**config.mk**
```make
export PLATFORM = sky130hd
export DESIGN_NAME = frame_rms_auto_gain_flat
export DESIGN_NICKNAME = d
export VERILOG_FILES = /design/src/design/frag_pkg.sv /design/src/design/frag_if.sv /design/src/design/frag_smul.sv /design/src/design/frag_sdiv.sv /design/src/design/frag_isqrt.sv /design/src/design/frame_rms_auto_gain.sv /design/src/flat_wrapper.sv
export VERILOG_INCLUDE_DIRS = /design/src /design/src/design
export SDC_FILE = /design/constraint.sdc
export NUM_CORES = 2
export LEC_CHECK = 0
export BUFFER_PORTS_ARGS = -buffer_cell sky130_fd_sc_hd__buf_4
export CAP_MARGIN = 20
export CORE_MARGIN = 4
export CORE_UTILIZATION = 55
export CTS_CLUSTER_SIZE = 10
export DETAILED_ROUTE_END_ITERATION = 8
export PLACE_DENSITY = 0.71
export SETUP_SLACK_MARGIN = 0.5
export SYNTH_ARGS = -nofsm -noshare
export SYNTH_HDL_FRONTEND = slang
export SYNTH_SLANG_ARGS = --single-unit
```
**constraint.sdc**
```tcl
create_clock -name clk_i -period 7.8 [get_ports clk_i]
set_input_delay 0.78 -clock clk_i [delete_from_list [all_inputs] [get_ports clk_i]]
set_output_delay 0.78 -clock clk_i [all_outputs]
set_load 0.01 [all_outputs]
```
**src/design/frame_rms_auto_gain_macros.svh**
```systemverilog
// ----------------------------------------------------------------------------
// frame_rms_auto_gain_macros
// Assertion helpers used by frame_rms_auto_gain.
// ----------------------------------------------------------------------------
`ifndef FRAME_RMS_AUTO_GAIN_MACROS_SVH
`define FRAME_RMS_AUTO_GAIN_MACROS_SVH

// Same-cycle implication under an active-low reset.
`define FRAG_ASSERT_IMP(label, clk, rstn, ante, cons, msg) \
  label: assert property (@(posedge clk) disable iff (!(rstn)) (ante) |-> (cons)) \
    else $error(msg);

// Next-cycle implication under an active-low reset.
`define FRAG_ASSERT_NXT(label, clk, rstn, ante, cons, msg) \
  label: assert property (@(posedge clk) disable iff (!(rstn)) (ante) |=> (cons)) \
    else $error(msg);

`endif

```
**src/design/frag_pkg.sv**
```systemverilog
// ----------------------------------------------------------------------------
// frag_pkg
// Shared widths, constants, register indexes and unit status type.
// ----------------------------------------------------------------------------
package frag_pkg;

  localparam int SAMPLE_W          = 16;
  localparam int GAIN_W            = 24;
  localparam int RATE_W            = 17;
  localparam int LEVEL_W           = 15;
  localparam int CFG_IDX_W         = 3;
  localparam int CFG_DATA_W        = 24;
  localparam int FRAME_SAMPLES_DEF = 160;
  localparam int MUL_A_W           = 24;
  localparam int MUL_B_W           = 17;

  localparam logic [GAIN_W-1:0] GAIN_ONE          = 24'd65536;
  localparam logic [GAIN_W-1:0] GAIN_NEAR_ONE_MAX = 24'd65601;
  localparam logic [RATE_W-1:0] RATE_ONE          = 17'd65536;

  typedef enum logic [CFG_IDX_W-1:0] {
    REG_GAIN_ENABLE  = 3'd0,
    REG_TARGET_LEVEL = 3'd1,
    REG_GAIN_CEILING = 3'd2,
    REG_RISE_RATE    = 3'd3,
    REG_FALL_RATE    = 3'd4
  } cfg_idx_e;

  typedef struct packed {
    logic busy;
    logic done;
  } unit_sts_t;

endpackage

```
**src/design/frag_if.sv**
```systemverilog
// ----------------------------------------------------------------------------
// frag_if
// Handshake channels: sample input, result output, register write.
// ----------------------------------------------------------------------------
interface frag_in_if;
  logic                                valid;
  logic                                ready;
  logic signed [frag_pkg::SAMPLE_W-1:0] in_sample;
  modport source (output valid, output in_sample, input ready);
  modport sink   (input valid, input in_sample, output ready);
endinterface

interface frag_out_if;
  logic                                 valid;
  logic                                 ready;
  logic signed [frag_pkg::SAMPLE_W-1:0] out_sample;
  logic [frag_pkg::GAIN_W-1:0]          applied_gain;
  modport source (output valid, output out_sample, output applied_gain, input ready);
  modport sink   (input valid, input out_sample, input applied_gain, output ready);
endinterface

interface frag_cfg_if;
  logic                              valid;
  logic                              ready;
  logic [frag_pkg::CFG_IDX_W-1:0]    index;
  logic [frag_pkg::CFG_DATA_W-1:0]   data;
  modport source (output valid, output index, output data, input ready);
  modport sink   (input valid, input index, input data, output ready);
endinterface

```
**src/design/frag_smul.sv**
```systemverilog
// ----------------------------------------------------------------------------
// frag_smul
// Bit-serial unsigned multiplier, one multiplier bit per cycle, MSB first.
// ----------------------------------------------------------------------------
module frag_smul #(
  parameter int AW = frag_pkg::MUL_A_W,
  parameter int BW = frag_pkg::MUL_B_W
) (
  input  logic                clk_i,
  input  logic                rst_ni,
  input  logic                start_i,
  input  logic [AW-1:0]       mcand_i,
  input  logic [BW-1:0]       mplier_i,
  output frag_pkg::unit_sts_t sts_o,
  output logic [AW+BW-1:0]    prod_o
);

  localparam int PW = AW + BW;
  localparam int CW = $clog2(BW + 1);

  logic [PW-1:0] acc_q;
  logic [AW-1:0] mcand_q;
  logic [BW-1:0] mplier_q;
  logic [CW-1:0] cnt_q;
  logic          busy_q, done_q;

  always_ff @(posedge clk_i or negedge rst_ni) begin
    if (!rst_ni) begin
      busy_q <= 1'b0;
      done_q <= 1'b0;
      cnt_q  <= '0;
    end else begin
      done_q <= !start_i && busy_q && (cnt_q == CW'(1));
      if (start_i) begin
        busy_q <= 1'b1;
        cnt_q  <= CW'(BW);
      end else if (busy_q) begin
        cnt_q <= cnt_q - 1'b1;
        if (cnt_q == CW'(1)) begin
          busy_q <= 1'b0;
        end
      end
    end
  end

  always_ff @(posedge clk_i) begin
    if (start_i) begin
      acc_q    <= '0;
      mcand_q  <= mcand_i;
      mplier_q <= mplier_i;
    end else if (busy_q) begin
      // shift in one partial product per cycle
      acc_q    <= {acc_q[PW-2:0], 1'b0} + (mplier_q[BW-1] ? PW'(mcand_q) : '0);
      mplier_q <= {mplier_q[BW-2:0], 1'b0};
    end
  end

  assign sts_o.busy = busy_q;
  assign sts_o.done = done_q;
  assign prod_o     = acc_q;

endmodule

```
**src/design/frag_sdiv.sv**
```systemverilog
// ----------------------------------------------------------------------------
// frag_sdiv
// Restoring divider, one quotient bit per cycle.
// ----------------------------------------------------------------------------
module frag_sdiv #(
  parameter int DW = 54,
  parameter int VW = 27
) (
  input  logic                clk_i,
  input  logic                rst_ni,
  input  logic                start_i,
  input  logic [DW-1:0]       dividend_i,
  input  logic [VW-1:0]       divisor_i,
  output frag_pkg::unit_sts_t sts_o,
  output logic [DW-1:0]       quot_o
);

  localparam int CW = $clog2(DW + 1);

  logic [DW-1:0] quo_q;
  logic [VW-1:0] rem_q;
  logic [VW-1:0] div_q;
  logic [CW-1:0] cnt_q;
  logic          busy_q, done_q;
  logic [VW:0]   trial;
  logic          fits;

  assign trial = {rem_q, quo_q[DW-1]};
  assign fits  = trial >= {1'b0, div_q};

  always_ff @(posedge clk_i or negedge rst_ni) begin
    if (!rst_ni) begin
      busy_q <= 1'b0;
      done_q <= 1'b0;
      cnt_q  <= '0;
    end else begin
      done_q <= !start_i && busy_q && (cnt_q == CW'(1));
      if (start_i) begin
        busy_q <= 1'b1;
        cnt_q  <= CW'(DW);
      end else if (busy_q) begin
        cnt_q <= cnt_q - 1'b1;
        if (cnt_q == CW'(1)) begin
          busy_q <= 1'b0;
        end
      end
    end
  end

  always_ff @(posedge clk_i) begin
    if (start_i) begin
      quo_q <= dividend_i;
      rem_q <= '0;
      div_q <= divisor_i;
    end else if (busy_q) begin
      rem_q <= fits ? VW'(trial - {1'b0, div_q}) : trial[VW-1:0];
      quo_q <= {quo_q[DW-2:0], fits};
    end
  end

  assign sts_o.busy = busy_q;
  assign sts_o.done = done_q;
  assign quot_o     = quo_q;

endmodule

```
**src/design/frag_isqrt.sv**
```systemverilog
// ----------------------------------------------------------------------------
// frag_isqrt
// Integer square root, two radicand bits and one root bit per cycle.
// ----------------------------------------------------------------------------
module frag_isqrt #(
  parameter int RW = 54
) (
  input  logic                clk_i,
  input  logic                rst_ni,
  input  logic                start_i,
  input  logic [RW-1:0]       rad_i,
  output frag_pkg::unit_sts_t sts_o,
  output logic [RW/2-1:0]     root_o
);

  localparam int HW = RW / 2;
  localparam int CW = $clog2(HW + 1);

  logic [RW-1:0]   rad_q;
  logic [HW+1:0]   rem_q;
  logic [HW-1:0]   root_q;
  logic [CW-1:0]   cnt_q;
  logic            busy_q, done_q;
  logic [HW+2:0]   part;
  logic [HW+2:0]   trial;
  logic            fits;

  assign part  = {rem_q[HW:0], rad_q[RW-1 -: 2]};
  assign trial = {1'b0, root_q, 2'b01};
  assign fits  = part >= trial;

  always_ff @(posedge clk_i or negedge rst_ni) begin
    if (!rst_ni) begin
      busy_q <= 1'b0;
      done_q <= 1'b0;
      cnt_q  <= '0;
    end else begin
      done_q <= !start_i && busy_q && (cnt_q == CW'(1));
      if (start_i) begin
        busy_q <= 1'b1;
        cnt_q  <= CW'(HW);
      end else if (busy_q) begin
        cnt_q <= cnt_q - 1'b1;
        if (cnt_q == CW'(1)) begin
          busy_q <= 1'b0;
        end
      end
    end
  end

  always_ff @(posedge clk_i) begin
    if (start_i) begin
      rad_q  <= rad_i;
      rem_q  <= '0;
      root_q <= '0;
    end else if (busy_q) begin
      rem_q  <= fits ? (HW+2)'(part - trial) : part[HW+1:0];
      root_q <= {root_q[HW-2:0], fits};
      rad_q  <= {rad_q[RW-3:0], 2'b00};
    end
  end

  assign sts_o.busy = busy_q;
  assign sts_o.done = done_q;
  assign root_o     = root_q;

endmodule

```
**src/design/frame_rms_auto_gain.sv**
```systemverilog
// ----------------------------------------------------------------------------
// frame_rms_auto_gain
// Frame-based RMS automatic gain control for 16-bit audio samples.
// ----------------------------------------------------------------------------
// Usage:
//   in_if carries one signed sample per word; out_if returns one word per
//   sample: the sample at the same frame position one frame earlier, scaled
//   by the running Q8.16 gain, rounded half away from zero and saturated,
//   together with the gain applied to it (65536 on pass-through).
//   cfg_if writes the five registers by index; it is always ready, and is
//   meant to be written only while no sample is in flight.
//   A new sample is taken only once the last one and any frame-end math
//   are done. Applying the gain takes two runs of the shared bit-serial
//   multiplier (energy square, then gain apply); pass-through takes one.
//   The last sample of an enabled frame adds the /N divide, square root,
//   target divide and smoothing multiply, all serial; the target divide
//   is skipped when the level is at or below one.
//   Reset clears index and energy, sets gain to one, registers to defaults;
//   the delay store is not cleared but reads as zero during the first frame.
//   A stalled receiver holds the result word in the output register; the
//   next sample is taken meanwhile and waits for that register to drain.
// ----------------------------------------------------------------------------
`include "frame_rms_auto_gain_macros.svh"

module frame_rms_auto_gain #(
  parameter int FRAME_SAMPLES = frag_pkg::FRAME_SAMPLES_DEF
) (
  input  logic       clk_i,
  input  logic       rst_ni,
  frag_in_if.sink    in_if,
  frag_out_if.source out_if,
  frag_cfg_if.sink   cfg_if
);

  localparam int SW    = frag_pkg::SAMPLE_W;
  localparam int GW    = frag_pkg::GAIN_W;
  localparam int RTW   = frag_pkg::RATE_W;
  localparam int LW    = frag_pkg::LEVEL_W;
  localparam int MAW   = frag_pkg::MUL_A_W;
  localparam int MBW   = frag_pkg::MUL_B_W;
  localparam int PW    = MAW + MBW;
  localparam int IDX_W = $clog2(FRAME_SAMPLES);
  localparam int NW    = $clog2(FRAME_SAMPLES + 1);
  localparam int EW    = 30 + NW;
  localparam int QW    = EW + 16;
  localparam int RW    = QW + (QW % 2);
  localparam int HW    = RW / 2;
  localparam int TW    = LW + GW;
  localparam int DW    = (RW > TW) ? RW : TW;
  localparam int VW    = (NW > HW) ? NW : HW;

  typedef enum logic [3:0] {
    S_IDLE, S_READ, S_MUL_E, S_MUL_G, S_OUT,
    S_DIV_N, S_SQRT, S_DIV_T, S_PREP, S_MUL_S
  } state_e;

  // registers
  logic           enable_q;
  logic [LW-1:0]  target_q;
  logic [GW-1:0]  ceiling_q;
  logic [RTW-1:0] rise_q, fall_q;

  state_e           state_q;
  logic [IDX_W-1:0] idx_q;
  logic             seen_q, zero_q, last_q;
  logic [EW-1:0]    energy_q;
  logic [GW-1:0]    gain_q, desired_q;
  logic [SW-1:0]    new_q, rd_q, res_q;
  logic             gained_q, up_q;
  logic             ovalid_q;
  logic [SW-1:0]    osample_q;
  logic [GW-1:0]    ogain_q;

  logic [SW-1:0] store_q [FRAME_SAMPLES];

  logic            mul_go_q, div_go_q, sqrt_go_q;
  logic [MAW-1:0]  mul_a_q;
  logic [MBW-1:0]  mul_b_q;
  logic [DW-1:0]   div_a_q;
  logic [VW-1:0]   div_b_q;
  logic [RW-1:0]   rad_q;

  frag_pkg::unit_sts_t mul_sts, div_sts, sqrt_sts;
  logic [PW-1:0]   mul_p;
  logic [DW-1:0]   div_quo;
  logic [HW-1:0]   root;

  logic            in_acc;
  logic            out_fire;
  logic            apply_gain;
  logic [SW-1:0]   old_s, new_s;
  logic [MBW-1:0]  old_mag, new_mag;
  logic [GW-1:0]   ceil_eff;
  logic [LW-1:0]   target_eff;
  logic [PW-1:0]   rsum;
  logic [PW-17:0]  rq;
  logic [SW-1:0]   sat_res;
  logic [GW-1:0]   des_clamp;
  logic [RTW-1:0]  rate_eff;
  logic [GW-1:0]   diff;
  logic [GW+1:0]   gnext, gclamp;

  assign in_acc       = in_if.valid && in_if.ready;
  assign in_if.ready  = (state_q == S_IDLE);
  assign cfg_if.ready = 1'b1;

  // output register is free to load
  assign out_fire   = !ovalid_q || out_if.ready;
  assign apply_gain = enable_q && (gain_q > frag_pkg::GAIN_NEAR_ONE_MAX);

  assign out_if.valid        = ovalid_q;
  assign out_if.out_sample   = osample_q;
  assign out_if.applied_gain = ogain_q;

  // first frame reads zeros from the store
  assign old_s   = zero_q ? '0 : rd_q;
  assign new_s   = new_q;
  assign old_mag = old_s[SW-1] ? (MBW'(0) - {old_s[SW-1], old_s}) : {1'b0, old_s};
  assign new_mag = new_s[SW-1] ? (MBW'(0) - {new_s[SW-1], new_s}) : {1'b0, new_s};

  assign ceil_eff   = (ceiling_q < frag_pkg::GAIN_ONE) ? frag_pkg::GAIN_ONE : ceiling_q;
  assign target_eff = (target_q == '0) ? LW'(1) : target_q;

  // round half up on a Q.16 product
  assign rsum = mul_p + PW'(32768);
  assign rq   = rsum[PW-1:16];

  always_comb begin
    if (old_s[SW-1]) begin
      sat_res = (rq > (PW-16)'(32768)) ? 16'h8000 : (SW'(0) - rq[SW-1:0]);
    end else begin
      sat_res = (rq > (PW-16)'(32767)) ? 16'h7FFF : rq[SW-1:0];
    end
  end

  always_comb begin
    if (div_quo > DW'(ceil_eff)) begin
      des_clamp = ceil_eff;
    end else if (div_quo < DW'(frag_pkg::GAIN_ONE)) begin
      des_clamp = frag_pkg::GAIN_ONE;
    end else begin
      des_clamp = div_quo[GW-1:0];
    end
  end

  always_comb begin
    rate_eff = (desired_q > gain_q) ? rise_q : fall_q;
    if (rate_eff > frag_pkg::RATE_ONE) begin
      rate_eff = frag_pkg::RATE_ONE;
    end
    diff = (desired_q >= gain_q) ? (desired_q - gain_q) : (gain_q - desired_q);
  end

  always_comb begin
    if (up_q) begin
      gnext = (GW+2)'(gain_q) + (GW+2)'(rq);
    end else if ((PW-16)'(gain_q) <= rq) begin
      gnext = '0;
    end else begin
      gnext = (GW+2)'(gain_q) - (GW+2)'(rq);
    end
    if (gnext > (GW+2)'(ceil_eff)) begin
      gclamp = (GW+2)'(ceil_eff);
    end else if (gnext < (GW+2)'(frag_pkg::GAIN_ONE)) begin
      gclamp = (GW+2)'(frag_pkg::GAIN_ONE);
    end else begin
      gclamp = gnext;
    end
  end

  // configuration writes
  always_ff @(posedge clk_i or negedge rst_ni) begin
    if (!rst_ni) begin
      enable_q  <= 1'b0;
      target_q  <= LW'(3000);
      ceiling_q <= GW'(262144);
      rise_q    <= RTW'(6554);
      fall_q    <= RTW'(6554);
    end else if (cfg_if.valid && cfg_if.ready) begin
      case (cfg_if.index)
        frag_pkg::REG_GAIN_ENABLE:  enable_q  <= cfg_if.data[0];
        frag_pkg::REG_TARGET_LEVEL: target_q  <= cfg_if.data[LW-1:0];
        frag_pkg::REG_GAIN_CEILING: ceiling_q <= cfg_if.data[GW-1:0];
        frag_pkg::REG_RISE_RATE:    rise_q    <= cfg_if.data[RTW-1:0];
        frag_pkg::REG_FALL_RATE:    fall_q    <= cfg_if.data[RTW-1:0];
        default: ;
      endcase
    end
  end

  // delay store: read old word and write new one at the same address
  always_ff @(posedge clk_i) begin
    if (in_acc) begin
      rd_q           <= store_q[idx_q];
      store_q[idx_q] <= in_if.in_sample;
      new_q          <= in_if.in_sample;
    end
  end

  // sequencer
  always_ff @(posedge clk_i or negedge rst_ni) begin
    if (!rst_ni) begin
      state_q   <= S_IDLE;
      idx_q     <= '0;
      seen_q    <= 1'b0;
      zero_q    <= 1'b1;
      last_q    <= 1'b0;
      energy_q  <= '0;
      gain_q    <= frag_pkg::GAIN_ONE;
      ovalid_q  <= 1'b0;
      mul_go_q  <= 1'b0;
      div_go_q  <= 1'b0;
      sqrt_go_q <= 1'b0;
    end else begin
      // start pulses for the serial units
      mul_go_q  <= (state_q == S_READ) || (state_q == S_PREP) ||
                   ((state_q == S_MUL_E) && mul_sts.done && apply_gain);
      div_go_q  <= ((state_q == S_OUT) && out_fire && last_q && enable_q) ||
                   ((state_q == S_SQRT) && sqrt_sts.done && (root > HW'(256)));
      sqrt_go_q <= (state_q == S_DIV_N) && div_sts.done;
      if ((state_q == S_OUT) && out_fire) begin
        ovalid_q <= 1'b1;
      end else if (out_if.valid && out_if.ready) begin
        ovalid_q <= 1'b0;
      end
      case (state_q)
        S_IDLE: begin
          if (in_acc) begin
            zero_q <= !seen_q;
            if (idx_q == IDX_W'(FRAME_SAMPLES - 1)) begin
              last_q <= 1'b1;
              idx_q  <= '0;
              seen_q <= 1'b1;
            end else begin
              last_q <= 1'b0;
              idx_q  <= idx_q + 1'b1;
            end
            state_q <= S_READ;
          end
        end
        S_READ: begin
          mul_a_q  <= MAW'(new_mag);
          mul_b_q  <= new_mag;
          state_q  <= S_MUL_E;
        end
        S_MUL_E: begin
          if (mul_sts.done) begin
            energy_q <= energy_q + EW'(mul_p[31:0]);
            if (apply_gain) begin
              mul_a_q  <= gain_q;
              mul_b_q  <= old_mag;
              gained_q <= 1'b1;
              state_q  <= S_MUL_G;
            end else begin
              res_q    <= old_s;
              gained_q <= 1'b0;
              state_q  <= S_OUT;
            end
          end
        end
        S_MUL_G: begin
          if (mul_sts.done) begin
            res_q   <= sat_res;
            state_q <= S_OUT;
          end
        end
        S_OUT: begin
          if (out_fire) begin
            osample_q <= res_q;
            ogain_q   <= gained_q ? gain_q : frag_pkg::GAIN_ONE;
            if (last_q) begin
              energy_q <= '0;
            end
            if (last_q && enable_q) begin
              div_a_q  <= DW'({energy_q, 16'd0});
              div_b_q  <= VW'(FRAME_SAMPLES);
              state_q  <= S_DIV_N;
            end else begin
              state_q <= S_IDLE;
            end
          end
        end
        S_DIV_N: begin
          if (div_sts.done) begin
            rad_q     <= div_quo[RW-1:0];
            state_q   <= S_SQRT;
          end
        end
        S_SQRT: begin
          if (sqrt_sts.done) begin
            if (root > HW'(256)) begin
              div_a_q  <= DW'({target_eff, 24'd0});
              div_b_q  <= VW'(root);
              state_q  <= S_DIV_T;
            end else begin
              desired_q <= ceil_eff;
              state_q   <= S_PREP;
            end
          end
        end
        S_DIV_T: begin
          if (div_sts.done) begin
            desired_q <= des_clamp;
            state_q   <= S_PREP;
          end
        end
        S_PREP: begin
          up_q     <= desired_q >= gain_q;
          mul_a_q  <= diff;
          mul_b_q  <= rate_eff;
          state_q  <= S_MUL_S;
        end
        S_MUL_S: begin
          if (mul_sts.done) begin
            gain_q  <= gclamp[GW-1:0];
            state_q <= S_IDLE;
          end
        end
        default: state_q <= S_IDLE;
      endcase
    end
  end

  frag_smul #(.AW(MAW), .BW(MBW)) u_mul (
    .clk_i    (clk_i),
    .rst_ni   (rst_ni),
    .start_i  (mul_go_q),
    .mcand_i  (mul_a_q),
    .mplier_i (mul_b_q),
    .sts_o    (mul_sts),
    .prod_o   (mul_p)
  );

  frag_sdiv #(.DW(DW), .VW(VW)) u_div (
    .clk_i      (clk_i),
    .rst_ni     (rst_ni),
    .start_i    (div_go_q),
    .dividend_i (div_a_q),
    .divisor_i  (div_b_q),
    .sts_o      (div_sts),
    .quot_o     (div_quo)
  );

  frag_isqrt #(.RW(RW)) u_sqrt (
    .clk_i   (clk_i),
    .rst_ni  (rst_ni),
    .start_i (sqrt_go_q),
    .rad_i   (rad_q),
    .sts_o   (sqrt_sts),
    .root_o  (root)
  );

  `FRAG_ASSERT_NXT(a_one_item, clk_i, rst_ni, in_acc, !in_if.ready, "second word taken")
  `FRAG_ASSERT_IMP(a_gain_floor, clk_i, rst_ni, 1'b1, gain_q >= frag_pkg::GAIN_ONE, "gain below one")
  `FRAG_ASSERT_IMP(a_mul_free, clk_i, rst_ni, mul_go_q, !mul_sts.busy, "multiplier restarted busy")
  `FRAG_ASSERT_IMP(a_div_free, clk_i, rst_ni, div_go_q, !div_sts.busy, "divider restarted busy")

endmodule

```
**src/flat_wrapper.sv**
```systemverilog
// flat-port wrapper written by rule: the top's interface ports become plain ports
module frame_rms_auto_gain_flat 
#(
  parameter int FRAME_SAMPLES = frag_pkg::FRAME_SAMPLES_DEF
)
  (clk_i, rst_ni, in_if_valid, in_if_in_sample, in_if_ready, out_if_valid, out_if_out_sample, out_if_applied_gain, out_if_ready, cfg_if_valid, cfg_if_index, cfg_if_data, cfg_if_ready);
  frag_in_if in_if_i ();
  frag_out_if out_if_i ();
  frag_cfg_if cfg_if_i ();
  input  logic clk_i;
  input  logic rst_ni;
  input wire logic [$bits(in_if_i.valid)-1:0] in_if_valid;
  input wire logic [$bits(in_if_i.in_sample)-1:0] in_if_in_sample;
  output wire logic [$bits(in_if_i.ready)-1:0] in_if_ready;
  output wire logic [$bits(out_if_i.valid)-1:0] out_if_valid;
  output wire logic [$bits(out_if_i.out_sample)-1:0] out_if_out_sample;
  output wire logic [$bits(out_if_i.applied_gain)-1:0] out_if_applied_gain;
  input wire logic [$bits(out_if_i.ready)-1:0] out_if_ready;
  input wire logic [$bits(cfg_if_i.valid)-1:0] cfg_if_valid;
  input wire logic [$bits(cfg_if_i.index)-1:0] cfg_if_index;
  input wire logic [$bits(cfg_if_i.data)-1:0] cfg_if_data;
  output wire logic [$bits(cfg_if_i.ready)-1:0] cfg_if_ready;
  assign in_if_i.valid = in_if_valid;
  assign in_if_i.in_sample = in_if_in_sample;
  assign in_if_ready = in_if_i.ready;
  assign out_if_valid = out_if_i.valid;
  assign out_if_out_sample = out_if_i.out_sample;
  assign out_if_applied_gain = out_if_i.applied_gain;
  assign out_if_i.ready = out_if_ready;
  assign cfg_if_i.valid = cfg_if_valid;
  assign cfg_if_i.index = cfg_if_index;
  assign cfg_if_i.data = cfg_if_data;
  assign cfg_if_ready = cfg_if_i.ready;
  frame_rms_auto_gain #(.FRAME_SAMPLES(FRAME_SAMPLES)) u_core (.clk_i(clk_i), .rst_ni(rst_ni), .in_if(in_if_i), .out_if(out_if_i), .cfg_if(cfg_if_i));
endmodule
```
==> impl_metrics.env <==
export IMPL_synth_top_cell_by_area="edfxtp_1"
export IMPL_grt_busiest_layer="met2"
export IMPL_grt_met2_usage_pct=43.8
export IMPL_crit_path_end="u_core.gain_q[0]"
export IMPL_r2r_start="u_core.u_mul.prod_o[16]"
export IMPL_ys_warn_count=0
export IMPL_portBuffers=89
export IMPL_cp_required_ps=8640
export IMPL_power_density_nw_per_um2=338
export IMPL_core_um2=254000
export IMPL_design_area_um2=157000
export IMPL_synthArstFlopShare_pct=5.35
export IMPL_insertion_delay_ps=990
export IMPL_die_y_um=514
export IMPL_drive_gt1_share_pct=22.9
export IMPL_cts_num_sinks=3310
export IMPL_setup_tns_ps=0
export IMPL_area_growth_pct=11.7
export IMPL_cts_path_max_buffers=4
export IMPL_pre_cts_ws_ps=457
export IMPL_start_util_pct=55.3
export IMPL_worst_r2r_path_depth=25
export IMPL_via_per_inst=6.55
export IMPL_final_core_util_pct=61.8
export IMPL_critPathKind="reg2reg"
export IMPL_grt_overflow=0
export IMPL_yosys_register_bits=3310
export IMPL_p_leak_nw=52.3
export IMPL_dieArea_um2=264000
export IMPL_arrival_ps=7670
export IMPL_dr_pass1_iters=6
export IMPL_worst_pin_slew_ps=1260
export IMPL_dp_hpwl_mm=228
export IMPL_outcome="complete, no violations"
export IMPL_maxSlewViolCount=0
export IMPL_final_period_utilization_pct=87.5
export IMPL_fmax_ghz=0.147
export IMPL_hp_class="in2reg"
export IMPL_io_pins=91
export IMPL_clkTransAtPathRegs_ps=60
export IMPL_synth_most_common_cell="edfxtp_1"
export IMPL_synth_flop_cell="edfxtp_1"
export IMPL_vias=78046
export IMPL_drv_cap=0
export IMPL_antenna_found_initial=16
export IMPL_rsz0062_at_grt="false"
export IMPL_crit_path_start_kind="flop"
export IMPL_antenna_left=0
export IMPL_synth_nets=8364
export IMPL_wl_per_cell_um=31.0
export IMPL_grt_max_degree=115
export IMPL_cts_tree="built"
export IMPL_drc=0
export IMPL_startpoint="u_core.u_mul.prod_o[16]"
export IMPL_drt_initial_drc_count=9464
export IMPL_cp_end_kind="flop"
export IMPL_max_slew_margin_pct=16.0
export IMPL_grt_pass1_vias=77621
export IMPL_max_stage_delay_ps=540
export IMPL_peakVddDrop_mv=0.287
export IMPL_place_area_um2=146000
export IMPL_cts_made_buffers=388
export IMPL_synth_area_leaders="edfxtp_1, mux4_2, dfrtp_1"
export IMPL_setup_viol=0
export IMPL_worst_slack_ps=977
export IMPL_worstPathMaxFanout=28
export IMPL_critPathSlowestCell="or3b_2"
export IMPL_htreeDepth=5
export IMPL_period_needed_ps=6820
export IMPL_use_met1_pct=39.7
export IMPL_grt_usage_pct=28.1
export IMPL_r2r_slack_ps=980
export IMPL_synth_cell_types=95
export IMPL_ys_seq_area_share_pct=69.1
export IMPL_r2r_end="u_core.gain_q[0]"
export IMPL_synth_edf_count=3010
export IMPL_wirelength_mm=370
export IMPL_globalRouteMet3Util_pct=4.43
export IMPL_yosys_top_cells_count="edfxtp_1, mux4_2, nor2_1, nand2_1, ha_1"
export IMPL_gp_congestion=0.957
export IMPL_postSynthCellCount=8041
export IMPL_avgSynthCellArea_um2=17.5
export IMPL_syn_area_um2=141000
export IMPL_rows=185
export IMPL_synth_top_area_share_pct=64.2
export IMPL_die_x_um=514
export IMPL_grt_pass1_wl_mm=542
export IMPL_crit_path_frequent_cell="ha_1"
export IMPL_fin_nets=8727
export IMPL_fin_skew_ps=67.3
export IMPL_hold_violations=0
export IMPL_cts_root_buf="clkbuf_16"
[through the flow]
stage | total power [mW] | cells | hold WS [ps]
floorplan | 32.3 | 8041 | 398
global placement | 37.5 | 11361 | 404
detailed placement | 37.7 | 11363 | 405
CTS | 53.5 | 11900 | 0.762
global route | 55.3 | 11915 | 46.4
finish | 53.2 | 11920 | 71.2
[layout make-up]
type	instances	area [µm²]
fillers	17656	97200
well taps	3366	4210
repair buffers	377	3120
inverters	230	863
clock buffers	509	10300
multi-input cells	4097	41100
clock inverters	24	234
diodes	7	17.5
flip-flops and latches	3310	97300
[kinds of logic after synthesis]
logic type | count (synthesis) | synth area share [%]
DFF | 3310 | 69.1
and+or+nand+nor | 1472 | 5.00
muxes | 1138 | 15.6
AOI/OAI and AO/OA | 1025 | 4.88
adders and majority gates | 275 | 2.48
other | 1 | 0.00266
xor gates and xnor gates | 186 | 1.16
buffers and inverters | 634 | 1.77
[worst max-delay path: cells and delay by family, from the launching register on]
kind,cells,cell delay (ps)
XOR/XNOR,1,390
AND/OR/NAND/NOR,7,1700
flip-flops,1,460
adder cells (fa/ha/maj),3,1010
AO/OA/AOI/OAI,12,2620
buffers and inverters,2,510
[power by group]
group	internal [mW]	total, mW	switching, mW
Sequential	20.3	21.5	1.15
Combinational	7.08	16.0	8.94
Clock	9.13	15.7	6.55
Total	36.6	53.2	16.6
[per-layer routing]
layer / routed length [µm] / vias up / share of wire, %
li1: - / 32823 / -
met1: 146000 / 40418 / 39
met2: 175000 / 4109 / 47
met3: 31100 / 688 / 8.4
met4: 18000 / 8 / 4.9
met5: 54 / - / 0.015
[worst min-delay path by stage]
stage	start	to	slack, ps	cells after the start
floorplan	u_core.seen_q	u_core.zero_q	400	1
global placement	u_core.div_b_q[12]	u_core.u_div.div_q[12]	400	0
detailed placement	u_core.res_q[15]	u_core.out_if.out_sample[15]	400	0
CTS	cfg_if_data[22]	u_core.ceiling_q[22]	0.8	3
global route	cfg_if_data[22]	u_core.ceiling_q[22]	50	3
finish	cfg_if_data[22]	u_core.ceiling_q[22]	70	3
[registers in the layout, indices dropped and copies added (netlist names), 17 cells and up]
name                        count
u_core.store_q               2560
u_core.ceiling_q               24
u_core.fall_q                  17
u_core.u_sqrt.rad_q            54
u_core.energy_q                38
u_core.gain_q                  24
u_core.u_sqrt.rem_q            28
u_core.u_mul.mcand_q           24
u_core.u_sqrt.root_o           27
u_core.div_a_q                 38
u_core.u_mul.mplier_q          17
u_core.u_div.div_q             27
u_core.u_mul.prod_o            41
u_core.mul_b_q                 17
u_core.mul_a_q                 24
u_core.desired_q               24
u_core.out_if.applied_gain     24
u_core.u_div.rem_q             27
u_core.rad_q                   54
u_core.u_div.quot_o            54
u_core.div_b_q                 27
u_core.rise_q                  17
[cells in the final DEF (no fill, tap or decap), types with 92 or more instances in the layout]
cell and instances:
clkbuf_16 392, ha_1 268, mux2i_1 114, inv_1 229, nand2_1 327, dfxtp_1 122, edfxtp_1 3010, dfrtp_1 140
nand3_1 134, a21o_1 92, clkbuf_1 112, xnor2_1 104, mux2_2 204, buf_4 343, nor2_1 456, o21ai_0 202
mux4_2 819, a21oi_1 239
[what timing repair did]
action / in CTS / in global routing
setup buffers: 0 / 4
endpoints found under the hold margin: 67 / 0
hold buffers: 4 / 0
gates cloned: 0 / 0
pin swaps: 0 / 1
gates resized for setup: 1 / 6
endpoints found under the setup margin: 4 / 24
Note: power is estimated with default switching activity, not from simulation.
